<file path="config.mk">
export PLATFORM = sky130hd
export DESIGN_NAME = varint_byte_stream_decoder_unit_flat
export DESIGN_NICKNAME = d
export VERILOG_FILES = /design/src/vbsd_pkg.sv /design/src/vbsd_if.sv /design/src/varint_byte_stream_decoder_unit.sv /design/src/flat_wrapper.sv
export SDC_FILE = /design/constraint.sdc
export NUM_CORES = 1
export LEC_CHECK = 0
export ABC_CLOCK_PERIOD_IN_PS = 9400
export BUFFER_PORTS_ARGS = -buffer_cell sky130_fd_sc_hd__buf_2
export CORE_MARGIN = 3
export CORE_UTILIZATION = 50
export CTS_BUF_LIST = sky130_fd_sc_hd__clkbuf_8
export CTS_CLUSTER_DIAMETER = 150
export DETAILED_ROUTE_END_ITERATION = 8
export PLACE_DENSITY = 0.84
export SLEW_MARGIN = 25
export SYNTH_ARGS = -nofsm -noshare
export SYNTH_HDL_FRONTEND = slang
export SYNTH_SLANG_ARGS = --single-unit
export TNS_END_PERCENT = 50
</file>
<file path="constraint.sdc">
create_clock -name clock -period 9.4 [get_ports clock]
set_input_delay 0.47 -clock clock [delete_from_list [all_inputs] [get_ports clock]]
set_output_delay 0.47 -clock clock [all_outputs]
set_load 0.01 [all_outputs]
</file>
<file path="src/vbsd_pkg.sv">
// Shared types and constants for the varint byte stream decoder.
// No dependencies; used by the interfaces, the top level and the checker.
package vbsd_pkg;

   // Payload widths
   localparam int unsigned BYTE_W  = 8;
   localparam int unsigned VALUE_W = 64;
   localparam int unsigned STAT_W  = 2;
   localparam int unsigned CNT_W   = 4;

   typedef logic [BYTE_W-1:0]  byte_type;
   typedef logic [VALUE_W-1:0] value_type;
   typedef logic [STAT_W-1:0]  status_type;
   typedef logic [CNT_W-1:0]   count_type;

   // Lead byte layout
   localparam int unsigned LEAD_FLAG_BIT = 7;
   localparam int unsigned LEN_LSB       = 5;
   localparam int unsigned HIGH_W        = 5;

   typedef logic [1:0] len_code_type;
   localparam len_code_type LEN_CODE_LONG = 2'd3;

   // Continuation bytes owed by the long form
   localparam count_type LONG_BYTES = 4'd8;

   // Result status codes
   localparam status_type STAT_DONE  = 2'd0;
   localparam status_type STAT_END   = 2'd1;
   localparam status_type STAT_TRUNC = 2'd2;

endpackage

</file>
<file path="src/vbsd_if.sv">
// Valid/ready channel interfaces for the decoder's request and response beats.
// Depends on vbsd_pkg for payload types.

interface vbsd_req_if;
   logic               valid;
   logic               ready;
   vbsd_pkg::byte_type data_byte;
   logic               end_of_stream;

   modport source (output valid, output data_byte, output end_of_stream, input ready);
   modport sink   (input valid, input data_byte, input end_of_stream, output ready);
endinterface

interface vbsd_rsp_if;
   logic                 valid;
   logic                 ready;
   vbsd_pkg::value_type  value;
   vbsd_pkg::status_type status;

   modport source (output valid, output value, output status, input ready);
   modport sink   (input valid, input value, input status, output ready);
endinterface

</file>
<file path="src/varint_byte_stream_decoder_unit.sv">
// Varint byte stream decoder: one coded byte per beat in, one decoded value out.
// Depends on vbsd_pkg and the channel interfaces in vbsd_if.sv.
//
//   channel  | direction | payload                          | handshake
//   ---------+-----------+----------------------------------+-------------
//   req_ch   | in        | data_byte[7:0], end_of_stream    | valid/ready
//   rsp_ch   | out       | value[63:0], status[1:0]         | valid/ready
//
// One request beat per cycle while req_ch.ready is high; the beat that completes
// a result (plain byte, last continuation byte, or end marker) registers it.
// The only loop is the accumulator/count register pair, updated once a beat.
// req_ch.ready is low only while a result waits and rsp_ch.ready is low.
// Synchronous active-high reset clears the open value and the output valid.
module varint_byte_stream_decoder_unit (
   input logic         clock,
   input logic         reset,
   vbsd_req_if.sink    req_ch,
   vbsd_rsp_if.source  rsp_ch
);

   vbsd_pkg::value_type  acc_ff, acc_in;
   vbsd_pkg::count_type  cnt_ff, cnt_in;
   logic                 rsp_valid_ff, rsp_valid_in;
   vbsd_pkg::value_type  rsp_value_ff, rsp_value_in;
   vbsd_pkg::status_type rsp_status_ff, rsp_status_in;

   logic                 accept;
   logic                 emit;
   vbsd_pkg::value_type  emit_value;
   vbsd_pkg::status_type emit_status;
   vbsd_pkg::len_code_type len_code;
   vbsd_pkg::value_type  shifted;

   // Input side stalls only when the result register is full and held
   assign req_ch.ready = !rsp_valid_ff || rsp_ch.ready;
   assign accept       = req_ch.valid && req_ch.ready;

   assign len_code = req_ch.data_byte[vbsd_pkg::LEN_LSB +: 2];
   assign shifted  = {acc_ff[vbsd_pkg::VALUE_W-vbsd_pkg::BYTE_W-1:0], req_ch.data_byte};

   // Decode one beat against the open-value state
   always_comb begin
      acc_in      = acc_ff;
      cnt_in      = cnt_ff;
      emit        = 1'b0;
      emit_value  = '0;
      emit_status = vbsd_pkg::STAT_DONE;
      if (accept) begin
         priority if (req_ch.end_of_stream) begin
            emit        = 1'b1;
            emit_status = (cnt_ff != '0) ? vbsd_pkg::STAT_TRUNC : vbsd_pkg::STAT_END;
            acc_in      = '0;
            cnt_in      = '0;
         end else if (cnt_ff == '0) begin
            if (!req_ch.data_byte[vbsd_pkg::LEAD_FLAG_BIT]) begin
               // short form: the byte is the value
               emit       = 1'b1;
               emit_value = vbsd_pkg::value_type'(req_ch.data_byte);
            end else if (len_code == vbsd_pkg::LEN_CODE_LONG) begin
               acc_in = '0;
               cnt_in = vbsd_pkg::LONG_BYTES;
            end else begin
               acc_in = vbsd_pkg::value_type'(req_ch.data_byte[vbsd_pkg::HIGH_W-1:0]);
               cnt_in = vbsd_pkg::count_type'(len_code) + vbsd_pkg::count_type'(1);
            end
         end else begin
            // continuation byte, most significant first
            cnt_in = cnt_ff - vbsd_pkg::count_type'(1);
            if (cnt_ff == vbsd_pkg::count_type'(1)) begin
               emit       = 1'b1;
               emit_value = shifted;
               acc_in     = '0;
            end else begin
               acc_in = shifted;
            end
         end
      end
   end

   // Result register next state
   always_comb begin
      rsp_valid_in  = rsp_valid_ff;
      rsp_value_in  = rsp_value_ff;
      rsp_status_in = rsp_status_ff;
      if (emit) begin
         rsp_valid_in  = 1'b1;
         rsp_value_in  = emit_value;
         rsp_status_in = emit_status;
      end else if (rsp_ch.ready) begin
         rsp_valid_in  = 1'b0;
      end
   end

   // Control state
   always_ff @(posedge clock) begin
      if (reset) begin
         acc_ff       <= '0;
         cnt_ff       <= '0;
         rsp_valid_ff <= 1'b0;
      end else begin
         acc_ff       <= acc_in;
         cnt_ff       <= cnt_in;
         rsp_valid_ff <= rsp_valid_in;
      end
   end

   // Payload
   always_ff @(posedge clock) begin
      rsp_value_ff  <= rsp_value_in;
      rsp_status_ff <= rsp_status_in;
   end

   assign rsp_ch.valid  = rsp_valid_ff;
   assign rsp_ch.value  = rsp_value_ff;
   assign rsp_ch.status = rsp_status_ff;

endmodule

</file>
<file path="src/flat_wrapper.sv">
// flat-port wrapper written by rule: the top's interface ports become plain ports
module varint_byte_stream_decoder_unit_flat 
  (clock, reset, req_ch_valid, req_ch_data_byte, req_ch_end_of_stream, req_ch_ready, rsp_ch_valid, rsp_ch_value, rsp_ch_status, rsp_ch_ready);
  vbsd_req_if req_ch_i ();
  vbsd_rsp_if rsp_ch_i ();
  input logic clock;
  input logic reset;
  input wire logic [$bits(req_ch_i.valid)-1:0] req_ch_valid;
  input wire logic [$bits(req_ch_i.data_byte)-1:0] req_ch_data_byte;
  input wire logic [$bits(req_ch_i.end_of_stream)-1:0] req_ch_end_of_stream;
  output wire logic [$bits(req_ch_i.ready)-1:0] req_ch_ready;
  output wire logic [$bits(rsp_ch_i.valid)-1:0] rsp_ch_valid;
  output wire logic [$bits(rsp_ch_i.value)-1:0] rsp_ch_value;
  output wire logic [$bits(rsp_ch_i.status)-1:0] rsp_ch_status;
  input wire logic [$bits(rsp_ch_i.ready)-1:0] rsp_ch_ready;
  assign req_ch_i.valid = req_ch_valid;
  assign req_ch_i.data_byte = req_ch_data_byte;
  assign req_ch_i.end_of_stream = req_ch_end_of_stream;
  assign req_ch_ready = req_ch_i.ready;
  assign rsp_ch_valid = rsp_ch_i.valid;
  assign rsp_ch_value = rsp_ch_i.value;
  assign rsp_ch_status = rsp_ch_i.status;
  assign rsp_ch_i.ready = rsp_ch_ready;
  varint_byte_stream_decoder_unit u_core (.clock(clock), .reset(reset), .req_ch(req_ch_i), .rsp_ch(rsp_ch_i));
endmodule
</file>
# [Word-level counts from Yosys, hierarchy flattened]
# Cells that the tools add are included.
[op_classes] n_eq_ne=3 addsub=2 reduce_logical=9 bitwise_logic=1 mux=20
[op_table] op="$mux W56" n=4
[op_table] op="$mux W64" n=2
[op_table] op="$mux W4" n=4
[op_table] op="$mux W1" n=7
[op_table] op="$mux W7" n=1
[op_table] op="$mux W5" n=1
[op_table] op="$eq A4 B1 Y1 const B" n=1
[op_table] op="$logic_not A4 Y1" n=1
[op_table] op="$reduce_and A2 Y1" n=2
[op_table] op="$reduce_bool A4 Y1" n=1
[op_table] op="$sub A4 B1 Y4 const B" n=1
[op_table] op="$add A2 B1 Y3 const B" n=1
[op_table] op="$ne A3 B3 Y1 const B" n=1
[op_table] op="$eq A2 B2 Y1 const B" n=1
[op_table] op="$mux W2" n=1
[op_table] op="$reduce_bool A2 Y1" n=1
[op_table] op="$reduce_or A2 Y1" n=1
[op_table] op="$logic_and A1 B1 Y1" n=1
[op_table] op="$logic_not A1 Y1" n=1
[op_table] op="$logic_or A1 B1 Y1" n=1
[op_table] op="$not A1 Y1" n=1
[totals] register_bits=127 in_bits=13

# [Depth between registers and ports, before layout]
# Gate-level depths: netlist (run 1).
[depth] depth_word=6 mapped_depth=8 mapped_depth_nobuf=6

# [Least setup slack after synthesis (run 1)]
# OpenSTA, ideal clock, no wires.
[synth_path] kind="register -> register" startpoint="register u_core.cnt_ff[0]" endpoint="register u_core.rsp_status_ff[0], in the netlist u_core.rsp_ch.status[0] (enable)" setup_slack_ns=4.719 stages_incl_launch_ff=8 t_arrival_ns=4.191 path_cell_list="dfxtp_1 > inv_1 > ha_1 > clkbuf_1 > nand2b_1 > a21boi_1 > nor2_1 > nor2_1"
[synth_via] elab_chain_len=5
[synth_lines] element="from (decl)" line="varint_byte_stream_decoder_unit.sv:22" text="vbsd_pkg::count_type cnt_ff, cnt_in;"
[synth_lines] element="from (signal assigned)" line="varint_byte_stream_decoder_unit.sv:102" text="cnt_ff <= cnt_in;"
[synth_lines] element="$eq A4 B1 Y1" line="varint_byte_stream_decoder_unit.sv:69" text="if (cnt_ff == vbsd_pkg::count_type'(1)) begin"
[synth_lines] element="$mux W1" line="varint_byte_stream_decoder_unit.sv:69"
[synth_lines] element="$mux W1 *" line="varint_byte_stream_decoder_unit.sv:54" text="end else if (cnt_ff == '0) begin"
[synth_lines] element="$mux W1 *" line="varint_byte_stream_decoder_unit.sv:49" text="priority if (req_ch.end_of_stream) begin"
[synth_lines] element="$mux W1 *" line="varint_byte_stream_decoder_unit.sv:48" text="if (accept) begin"
[synth_lines] element="net u_core.emit" line="varint_byte_stream_decoder_unit.sv:28" text="logic emit;"
[synth_lines] element="to (signal assigned)" line="varint_byte_stream_decoder_unit.sv:110" text="rsp_status_ff <= rsp_status_in;"
[synth_lines] element="to (decl)" line="varint_byte_stream_decoder_unit.sv:25" text="vbsd_pkg::status_type rsp_status_ff, rsp_status_in;"
# Mark *: on every way through the listed nets, which the timed path passes. The rest lies on a longest branch.
# A chain may end at the register's enable or synchronous reset.

# [Final worst setup path (run 1)]
[layout_path] startpoint="register u_core.cnt_ff[0]" endpoint="register u_core.rsp_value_ff[16], in the netlist u_core.rsp_ch.value[16] (enable)"
[layout_via] elab_chain_len=5
[layout_lines] element="$eq A4 B1 Y1" line="varint_byte_stream_decoder_unit.sv:69"
[layout_lines] element="$mux W1" line="varint_byte_stream_decoder_unit.sv:69"
[layout_lines] element="$mux W1 *" line="varint_byte_stream_decoder_unit.sv:54"
[layout_lines] element="$mux W1 *" line="varint_byte_stream_decoder_unit.sv:49"
[layout_lines] element="$mux W1 *" line="varint_byte_stream_decoder_unit.sv:48"
[layout_lines] element="net u_core.emit" line="varint_byte_stream_decoder_unit.sv:28"
[layout_lines] element="to (signal assigned)" line="varint_byte_stream_decoder_unit.sv:109" text="rsp_value_ff <= rsp_value_in;"
[layout_lines] element="to (decl)" line="varint_byte_stream_decoder_unit.sv:24" text="vbsd_pkg::value_type rsp_value_ff, rsp_value_in;"
# Marked as above.

==> results of run 1 <==
## worst paths after layout
| check | start | depth (start not counted) | to |
|---|---|---|---|
| setup / recovery | u_core.cnt_ff[0] | 7 | u_core.rsp_ch.value[16] |
| hold reg to reg | u_core.acc_ff[40] | 1 | u_core.acc_ff[48] |
| hold / removal | req_ch_data_byte[3] | 2 | u_core.acc_ff[3] |
| setup reg to reg | u_core.cnt_ff[0] | 7 | u_core.rsp_ch.value[16] |
## cell type report
cell class	instances	area share (%)
Clock buffer	17	4.05
Clock inverter	15	2.60
Inverter	4	0.260
Multi-Input combinational cell	219	27.2
Sequential cell	127	55.4
Tap cell	129	2.79
Timing Repair Buffer	85	7.64
## power breakdown
| group | switching, uW | total (uW) | internal (uW) |
|---|---|---|---|
| Clock | 236 | 453 | 217 |
| Combinational | 59.5 | 84.0 | 24.5 |
| Sequential | 6.52 | 609 | 602 |
## placed cells by master (no fill, tap or decap), types with 5 or more instances in the layout
master    instances
buf_2            80
edfxtp_1         66
dfxtp_1          61
and3_1           57
and2_1           57
a31o_2           31
a31o_1           19
clkbuf_8         17
inv_6             8
nor2_1            7
a21oi_1           7
a32o_1            5
## sequential cells by signal, indices dropped and copies added, names as in the netlist
signal	flops
u_core.rsp_ch.status	2
u_core.rsp_ch.value	64
u_core.acc_ff	56
u_core.cnt_ff	4
u_core.rsp_ch.valid	1
## critical path, delay by kind of cell, from the launching register on
kind / cells / cell delay, ns
and+or+nand+nor: 3 / 1.08
buffers and inverters: 2 / 0.63
AOI/OAI and AO/OA: 1 / 0.51
DFF: 1 / 0.42
adders and majority gates: 1 / 0.32
## logic make-up after synthesis
family	share of synthesized area [%]
AOI/OAI and AO/OA	12.7
muxes	0.202
buffers and inverters	4.01
DFF	64.5
and+or+nand+nor	17.5
adders and majority gates	1.01
## metrics by stage
stage                     power [uW]  setup slack [ns]  instances  util (%)
after detailed placement         706              6.08        563      56.9
after CTS                       1150              6.06        595      61.0
after global routing            1180              5.80        596      61.1
final                           1150              6.05        596      61.1
after floorplan                  679              4.72        384         -
after global placement           702              6.36        563      56.9
## metal layers
metal,routed length [um],track usage [%]
met5,0,0
met4,157,6.57
met3,718,5.39
met2,4740,27.9
met1,4330,24.2
==> out/qor.yml, run 1 <==
run_status:
  status: "finished clean"
critical_path:
  critPathSlowestCell: "nor2_4"
  start_kind: "flip-flop"
  reg2reg_setup_slack_ns: 6.05
  required_ns: 9.47
  path_cells: "inv_1 -> ha_1 -> nand2b_1 -> a21boi_1 -> nor2_1 -> nor2_4 -> buf_4"
  cp-end-kind: "flip-flop"
  max_stage_delay_ns: 0.68
  crit_type: "reg2reg"
  crit_fanout: 36
  crit_arrival_ns: 3.43
synthesis:
  syn-num-nets: 401
  yosys_warnings: 0
  synth_top_area_cell: "edfxtp_1"
  synth_top_cells_by_area: "edfxtp_1, dfxtp_1, and2_1"
  syn_area_per_cell_um2: 12.9
  async_flop_share_pct: 0
  synth-edff-count: 66
  synth_seq_cells: 127
  netlist_area_um2: 4960
  synthDistinctLibCells: 38
  ys.flop_type: "edfxtp_1"
  synthDominantCellAreaShare_pct: 39.9
  netlist_instances: 384
  yosysMostFrequentCell: "edfxtp_1"
  synth_common_cells: "edfxtp_1, dfxtp_1, and2_1, and3_1, a31o_2"
  yosysSeqAreaShare_pct: 64.5
timing:
  fmax_mhz: 298
  hold_viol: 0
  timing.final.crit_period_ns: 3.35
  slew_headroom_pct: 31.9
  finClkSkew_ns: 0.0130
  period_share_pct: 35.7
  tightest_slew_ns: 1.02
  setup_viol: 0
  setup-tns-final_ns: 0
  rsz0062_at_grt: "false"
  slew_violations: 0
  hold_ws_ns: 0.305
route:
  wire_per_inst_um: 16.7
  dr.pass1.iters: 4
  ant_nets: 0
  vias_per_cell: 5.59
  drc: 0
  dr_total_vias: 3333
  wirelength_um: 9950
  drtIter0Drc: 216
floorplan:
  die_x_um: 106
  pin_count: 81
  dieArea_um2: 11200
  initial_core_util_pct: 52.5
  std_cell_rows: 35
  dieHeight_um: 106
  core_area_um2: 9460
global_route:
  grt_max_degree: 55
  antenna_found_initial: 0
  grt_first_pass_wirelength_um: 15800
  grt_pass1_vias: 3107
  grt_usage_pct: 18.0
  grt_overflow: 0
cts:
  cts.path.max_buffers: 2
  tritoncts: "yes"
  insertion_delay_ns: 0.43
  hold_buffers: 0
  cts_resized: 0
  clk_pin_slew_ns: 0.08
  cts-root-buf: "clkbuf_8"
  cts.sinks: 127
  cts_max_level: 4
  post_cts_buffers: 0
  cts_buffers: 17
placement:
  gp_congestion: 0.813
  io_buffers: 80
  dp_hpwl_um: 6330
  dpl-instance-area_um2: 5380
power:
  p_per_area_nw_per_um2: 198
  leakage_uw: 0.00251
  ir_worst_vdd_mv: 0.103
finish:
  diodes: 0
  drive_above_1_share_pct: 33.4
  multi_input_area_um2: 1570
  finalNetCount: 471
  syn_to_final_growth_pct: 16.5
  final_area_um2: 5780
  fillers: 755
  register_area_um2: 3200
worst_hold_path:
  hold_path_class: "in2reg"
flow_run:
  maxCapViolCount: 0
(Power assumes the default switching activity.)
==> run 2, diff against run 1 <==
--- a/config.mk
+++ b/config.mk
@@ -5,14 +5,14 @@
 export SDC_FILE = /design/constraint.sdc
 export NUM_CORES = 1
 export LEC_CHECK = 0
-export ABC_CLOCK_PERIOD_IN_PS = 9400
+export ABC_CLOCK_PERIOD_IN_PS = 2800
 export BUFFER_PORTS_ARGS = -buffer_cell sky130_fd_sc_hd__buf_2
 export CORE_MARGIN = 3
 export CORE_UTILIZATION = 50
 export CTS_BUF_LIST = sky130_fd_sc_hd__clkbuf_8
 export CTS_CLUSTER_DIAMETER = 150
 export DETAILED_ROUTE_END_ITERATION = 8
-export PLACE_DENSITY = 0.84
+export PLACE_DENSITY = 0.87
 export SLEW_MARGIN = 25
 export SYNTH_ARGS = -nofsm -noshare
 export SYNTH_HDL_FRONTEND = slang
==> constraint.sdc (replaced) <==
create_clock -name clock -period 2.8 [get_ports clock]
set_input_delay 0.14 -clock clock [delete_from_list [all_inputs] [get_ports clock]]
set_output_delay 0.14 -clock clock [all_outputs]
set_load 0.01 [all_outputs]
==> run 2 against run 1 <==
Clock power grew to 3.5 times the previous value. Critical path depth is 1 lower. Power increased to 3.4 times the previous value. Utilization rose by 1.1 points. Routed wire length fell by 2.5%. First-iteration DRC count up 25%. Cell area increased by 1.8%. Worst setup slack got worse by 5.9 ns. Worst hold slack got worse by 0.28 ns. Non-clock buffer count grew 8. Via count down 2.4%. Global-route usage shrank 0.11 points. Largest power group unchanged.
==> out/qor.yml, run 2 (synthesized netlist as in run 1, its figures left out) <==
worst_hold_path:
  hold_path_class: "in2reg"  # unchanged
  hold_path_depth: 2  # unchanged
cts:
  cts_buffers: 17  # unchanged
  tritoncts: "yes"  # unchanged
  cts-root-buf: "clkbuf_8"  # unchanged
  cts.sinks: 127  # unchanged
  clk_pin_slew_ns: 0.07  # was 0.08 ns
  cts.path.max_buffers: 2  # unchanged
  insertion_delay_ns: 0.43  # about the same
  post_cts_buffers: 0  # unchanged
  cts_max_level: 4  # unchanged
timing:
  setup-tns-final_ns: 0  # unchanged
  slew_violations: 0  # unchanged
  hold_ws_ns: 0.0239  # was 0.305 ns
  period_share_pct: 94.0  # was 35.7%
  tightest_slew_ns: 0.976  # was 1.02 ns
  fmax_mhz: 380  # was 298 MHz
  rsz0062_at_grt: "false"  # unchanged
  slew_headroom_pct: 34.9  # was 31.9%
  finClkSkew_ns: 0.00645  # was 0.0130 ns
  timing.final.crit_period_ns: 2.63  # was 3.35 ns
  setup_viol: 0  # unchanged
  hold_viol: 0  # unchanged
  fin_ws_ns: 0.169  # was 6.05 ns
critical_path:
  reg2reg_setup_slack_ns: 0.17  # was 6.05 ns
  start_kind: "flip-flop"  # unchanged
  crit_type: "reg2reg"  # unchanged
  required_ns: 3.17  # was 9.47 ns
  r2r_end: "u_core.acc_ff[3]"  # was u_core.rsp_ch.value[16]
  startpoint: "u_core.cnt_ff[0]"  # unchanged
  rr_startpoint: "u_core.cnt_ff[0]"  # unchanged
  crit_fanout: 52  # was 36
  crit_end: "u_core.acc_ff[3]"  # was u_core.rsp_ch.value[16]
  crit_arrival_ns: 3.00  # was 3.43 ns
  reg2reg_depth: 6  # was 7
  cp-end-kind: "flip-flop"  # unchanged
floorplan:
  dieHeight_um: 106  # unchanged
  pin_count: 81  # unchanged
  dieArea_um2: 11200  # unchanged
  std_cell_rows: 35  # unchanged
  initial_core_util_pct: 52.5  # unchanged
  core_area_um2: 9460  # unchanged
  die_x_um: 106  # unchanged
global_route:
  grtUsageMet3_pct: 5.63  # was 5.39%
  grt_pass1_vias: 3108  # was 3107
  grt_usage_pct: 17.9  # was 18.0%
  grt-busiest-layer: "met2"  # unchanged
  grt_first_pass_wirelength_um: 15600  # was 15800 um
  grt_max_degree: 53  # was 55
  antenna_found_initial: 0  # unchanged
  grt_overflow: 0  # unchanged
  use_met2_pct: 28.4  # was 27.9%
  met1_usage_pct: 23.3  # was 24.2%
flow_run:
  maxCapViolCount: 0  # unchanged
route:
  wirelength_um: 9700  # was 9950 um
  dr.pass1.iters: 4  # unchanged
  drc: 0  # unchanged
  dr_total_vias: 3254  # was 3333
  ant_nets: 0  # unchanged
  drtIter0Drc: 270  # was 216
  vias_per_cell: 5.39  # was 5.59
  wire_per_inst_um: 16.1  # was 16.7 um
finish:
  diodes: 0  # unchanged
  syn_to_final_growth_pct: 18.6  # was 16.5%
  final_cell_mix: "buf_2, edfxtp_1, dfxtp_1, and3_1, and2_1"  # unchanged
  drive_above_1_share_pct: 33.5  # was 33.4%
  fillers: 763  # was 755
  largest_reg_flops: 64  # unchanged
  layout_commonest_cell: "buf_2"  # unchanged
  finalNetCount: 479  # was 471
  instances_no_fill: 604  # was 596
power:
  p_per_area_nw_per_um2: 665  # was 198 nW/um2
  ir_worst_vdd_mv: 0.299  # was 0.103 mV
  leakage_uw: 0.00256  # was 0.00251 uW
placement:
  io_buffers: 80  # unchanged
  dp_hpwl_um: 6340  # was 6330 um
  dpl.cell_count: 566  # was 563
  gp_congestion: 0.865  # was 0.813
  post-place-ws_ns: 0.219  # was 6.08 ns
run_status:
  status: "finished clean"  # unchanged
run 2: through the flow:
| step | power, uW | cell area, um2 | utilization, % |
|---|---|---|---|
| after global routing | 4040 | 5890 | 62.2 |
| after CTS | 3940 | 5890 | 62.2 |
| after floorplan | 2280 | 4970 | - |
| final | 3910 | 5890 | 62.2 |
| after detailed placement | 2370 | 5420 | 57.3 |
| after global placement | 2360 | 5420 | 57.3 |
run 2: worst min path at each step:
stage,from,to,slack (ns)
global route,reset,u_core.rsp_ch.valid,0.02
CTS,reset,u_core.rsp_ch.valid,0.003
global placement,req_ch_data_byte[2],u_core.acc_ff[2],0.39
finish,reset,u_core.acc_ff[7],0.02
detailed placement,req_ch_data_byte[2],u_core.acc_ff[2],0.40
floorplan,req_ch_data_byte[5],u_core.acc_ff[5],0.29
run 2: layout make-up:
cell class,instances,area [um2],area share (%)
clock buffer,17,234,3.98
clock inverter,15,169,2.87
inverter,4,15.0,0.255
multi-input combinational,219,1580,26.8
sequential,127,3200,54.4
tap,129,161,2.74
timing repair buffer,93,526,8.93
run 2: what timing repair did:
action	in CTS	in global routing
hold buffers	6	0
gates resized for setup	0	0
endpoints found under the hold margin	6	0
run 2: routing by layer:
| metal | wire length [um] | vias up |
|---|---|---|
| met5 | 0 | - |
| met2 | 4700 | 117 |
| met4 | 181 | 0 |
| li1 | - | 1575 |
| met3 | 632 | 15 |
| met1 | 4190 | 1547 |
run 2: critical path: stages, from the launching register on:
cell and delay, ns:
dfxtp_1 0.36, inv_1 0.10, ha_1 0.34, or3b_1 0.53
o311a_2 0.73, nor2_2 0.33, a32o_1 0.18
run 2: report_power, final:
group	internal, uW	leakage [uW]	switching (uW)
combinational	95.2	0.00122	199
sequential	2020	0.00114	21.3
clock	873	0.000201	702
==> run 3, diff against run 2 <==
--- a/config.mk
+++ b/config.mk
@@ -5,6 +5,7 @@
 export SDC_FILE = /design/constraint.sdc
 export NUM_CORES = 1
 export LEC_CHECK = 0
+export ABC_AREA = 1
 export ABC_CLOCK_PERIOD_IN_PS = 2800
 export BUFFER_PORTS_ARGS = -buffer_cell sky130_fd_sc_hd__buf_2
 export CORE_MARGIN = 3
==> run 3 against run 2 <==
Synthesized cell count up 38%. Register-to-register slack better by 0.40 ns. Die area up 1.8%. Routed wire length up 2.5%. First-iteration DRC count down 7.4%. Cell area down 0.40%. Non-clock buffer count down 7. Utilization down 2.5 points. Clock skew up 0.0064 ns. Final cell count up 24%. Clock power down 9.6%. Global-route usage up 0.65 points. Critical path type unchanged. Largest power group unchanged. Highest routed layer unchanged.
==> out/qor.yml, run 3 <==
run_status:
  status: "finished clean"  # unchanged
finish:
  syn_to_final_growth_pct: 15.9  # was 18.6%
  drive_above_1_share_pct: 20.1  # was 33.5%
  fillers: 877  # was 763
  diodes: 0  # unchanged
  largest_reg_flops: 64  # unchanged
  layout_commonest_cell: "nor2_1"  # was buf_2
  finalNetCount: 623  # was 479
  final_cell_mix: "nor2_1, buf_2, inv_1, edfxtp_1"  # was buf_2, edfxtp_1, dfxtp_1, and3_1, and2_1
route:
  met2_length_um: 4730  # was 4700 um
  wirelength_um: 9940  # was 9700 um
  dr.pass1.iters: 4  # unchanged
  wire_per_inst_um: 13.2  # was 16.1 um
  ant_nets: 0  # unchanged
  vias_per_cell: 4.88  # was 5.39
  wl_met3_um: 574  # was 632 um
  drtIter0Drc: 250  # was 270
  dr_total_vias: 3668  # was 3254
  top_layer_used: "met4"  # unchanged
  wl_met1_um: 4510  # was 4190 um
  drc: 0  # unchanged
critical_path:
  required_ns: 2.88  # was 3.17 ns
  crit_arrival_ns: 2.31  # was 3.00 ns
  crit_fanout: 66  # was 52
  cp-end-kind: "flip-flop"  # unchanged
  start_kind: "flip-flop"  # unchanged
  critPathSlowestCell: "dfxtp_1"  # was o311a_2
  crit_type: "reg2reg"  # unchanged
  max_stage_delay_ns: 0.33  # was 0.73 ns
  path_cells: "inv_1 -> ha_1 -> nand2_2 -> inv_1 -> nand2_1 -> nand3_1 -> nand2_1 -> clkinvlp_4 -> buf_12"  # was inv_1 -> ha_1 -> or3b_1 -> o311a_2 -> nor2_2 -> a32o_1
timing:
  fmax_mhz: 449  # was 380 MHz
  timing.final.crit_period_ns: 2.23  # was 2.63 ns
  setup_viol: 0  # unchanged
  finClkSkew_ns: 0.0129  # was 0.00645 ns
  slew_headroom_pct: 51.6  # was 34.9%
  hold_viol: 0  # unchanged
  tightest_slew_ns: 0.725  # was 0.976 ns
  hold_ws_ns: 0.0216  # was 0.0239 ns
  setup-tns-final_ns: 0  # unchanged
  period_share_pct: 79.6  # was 94.0%
  slew_violations: 0  # unchanged
  rsz0062_at_grt: "false"  # unchanged
worst_hold_path:
  hold_path_class: "in2reg"  # unchanged
cts:
  cts-root-buf: "clkbuf_8"  # unchanged
  tritoncts: "yes"  # unchanged
  cts_buffers: 17  # unchanged
  cts_max_level: 4  # unchanged
  cts.sinks: 127  # unchanged
  cts.path.max_buffers: 2  # unchanged
  post_cts_buffers: 0  # unchanged
  insertion_delay_ns: 0.43  # about the same
  clk_pin_slew_ns: 0.07  # about the same
global_route:
  grt_usage_pct: 18.6  # was 17.9%
  grt_first_pass_wirelength_um: 16600  # was 15600 um
  grt_pass1_vias: 3563  # was 3108
  grt_max_degree: 67  # was 53
  antenna_found_initial: 0  # unchanged
  grt_overflow: 0  # unchanged
synthesis:
  synth_top_cells_by_area: "edfxtp_1, dfxtp_1, nor2_1"  # was edfxtp_1, dfxtp_1, and2_1
  async_flop_share_pct: 0  # unchanged
  yosysSeqAreaShare_pct: 63.3  # was 64.5%
  synthDistinctLibCells: 24  # was 38
  synth_common_cells: "nor2_1, edfxtp_1, inv_1, a21oi_1, dfxtp_1"  # was edfxtp_1, dfxtp_1, and2_1, and3_1, a31o_2
  synth_seq_cells: 127  # unchanged
  yosysMostFrequentCell: "nor2_1"  # was edfxtp_1
  synth_top_area_cell: "edfxtp_1"  # unchanged
  netlist_area_um2: 5060  # was 4960 um2
  synthDominantCellAreaShare_pct: 39.2  # was 39.9%
  syn_area_per_cell_um2: 9.53  # was 12.9 um2
  syn-num-nets: 548  # was 401
  netlist_instances: 531  # was 384
  ys.flop_type: "edfxtp_1"  # unchanged
  yosys_warnings: 0  # unchanged
  synth-edff-count: 66  # unchanged
placement:
  io_buffers: 80  # unchanged
  dp_hpwl_um: 6400  # was 6340 um
  gp_congestion: 0.870  # was 0.865
power:
  p_per_area_nw_per_um2: 695  # was 665 nW/um2
  ir_worst_vdd_mv: 0.338  # was 0.299 mV
  leakage_uw: 0.00239  # was 0.00256 uW
floorplan:
  std_cell_rows: 36  # was 35
  dieArea_um2: 11400  # was 11200 um2
  initial_core_util_pct: 51.5  # was 52.5%
  pin_count: 81  # unchanged
  dieHeight_um: 107  # was 106 um
  die_x_um: 107  # was 106 um
  core_area_um2: 9820  # was 9460 um2
flow_run:
  maxCapViolCount: 0  # unchanged
[run 3: cell types whose count changed after synthesis, moves of 5 or more]
cell,delta
o21ai_1,+10
a31o_2,-31
and3_1,-57
o21ai_0,+40
inv_1,+61
and2_1,-57
nand2_1,+38
nand3_1,+12
a31o_1,-19
clkbuf_1,-11
a32o_1,-5
nor2_1,+113
a21oi_1,+54
[run 3: kinds of logic (layout without fill, tap and decap cells)]
group                    Yosys count  in the layout  share of synthesized area [%]
AO/OA/AOI/OAI                    117            117                           11.9
adder cells (fa/ha/maj)            4              4                          0.989
AND/OR/NAND/NOR                  185            185                           14.9
flip-flops                       127            127                           63.3
buffers and inverters             98            185                           8.93
[run 3: area by class of cell]
class / count / area [um2] / area share [%]
timing repair buffer: 86 / 473 / 8.07
tap: 133 / 166 / 2.84
sequential: 127 / 3200 / 54.6
multi-input combinational: 306 / 1400 / 23.9
inverter: 68 / 259 / 4.42
clock buffer: 18 / 248 / 4.23
clock inverter: 13 / 109 / 1.86
[run 3: timing repair]
item                                    4_1_cts  5_1_grt
hold buffers                                  1        0
resized for setup                             0        0
endpoints found under the setup margin        0        0
endpoints found under the hold margin         7        0
[run 3: worst max-delay path: cells and delay by family (launching register included)]
kind          cells  cell delay, ns
buf+inv           4            0.80
simple gates      4            0.49
flops             1            0.33
fa+ha+maj         1            0.20
[run 3: metrics by stage]
step / setup slack, ns / cells / cell area, um2 / utilization [%] / power (uW)
floorplan: 0.354 / 531 / 5060 / - / 2550
global placement: 0.726 / 719 / 5500 / 56.0 / 2670
detailed placement: 0.585 / 719 / 5500 / 56.0 / 2690
CTS: 0.582 / 751 / 5860 / 59.7 / 4100
global route: 0.348 / 751 / 5860 / 59.7 / 4260
finish: 0.570 / 751 / 5860 / 59.7 / 4080
[run 3: power breakdown]
| group | switching [uW] | internal, uW | total (uW) | leakage [uW] |
|---|---|---|---|---|
| sequential | 73.7 | 2100 | 2170 | 0.00115 |
| clock | 640 | 782 | 1420 | 0.000208 |
| combinational | 326 | 155 | 481 | 0.00103 |
[run 3: final timing paths]
check / from / to / slack, ns / cells after the start
worst min register to register: u_core.acc_ff[0] / u_core.acc_ff[0] / 0.49 / 2
worst min-delay path: rsp_ch_ready / u_core.rsp_ch.valid / 0.02 / 4
worst max-delay path: u_core.cnt_ff[0] / u_core.rsp_ch.value[8] / 0.57 / 9
worst max register to register: u_core.cnt_ff[0] / u_core.rsp_ch.value[8] / 0.57 / 9
[run 3: layer usage]
metal	track usage [%]	vias to the layer above
met3	6.38	16
met1	23.7	1676
met5	0	-
met2	29.3	99
li1	-	1877
met4	7.21	0
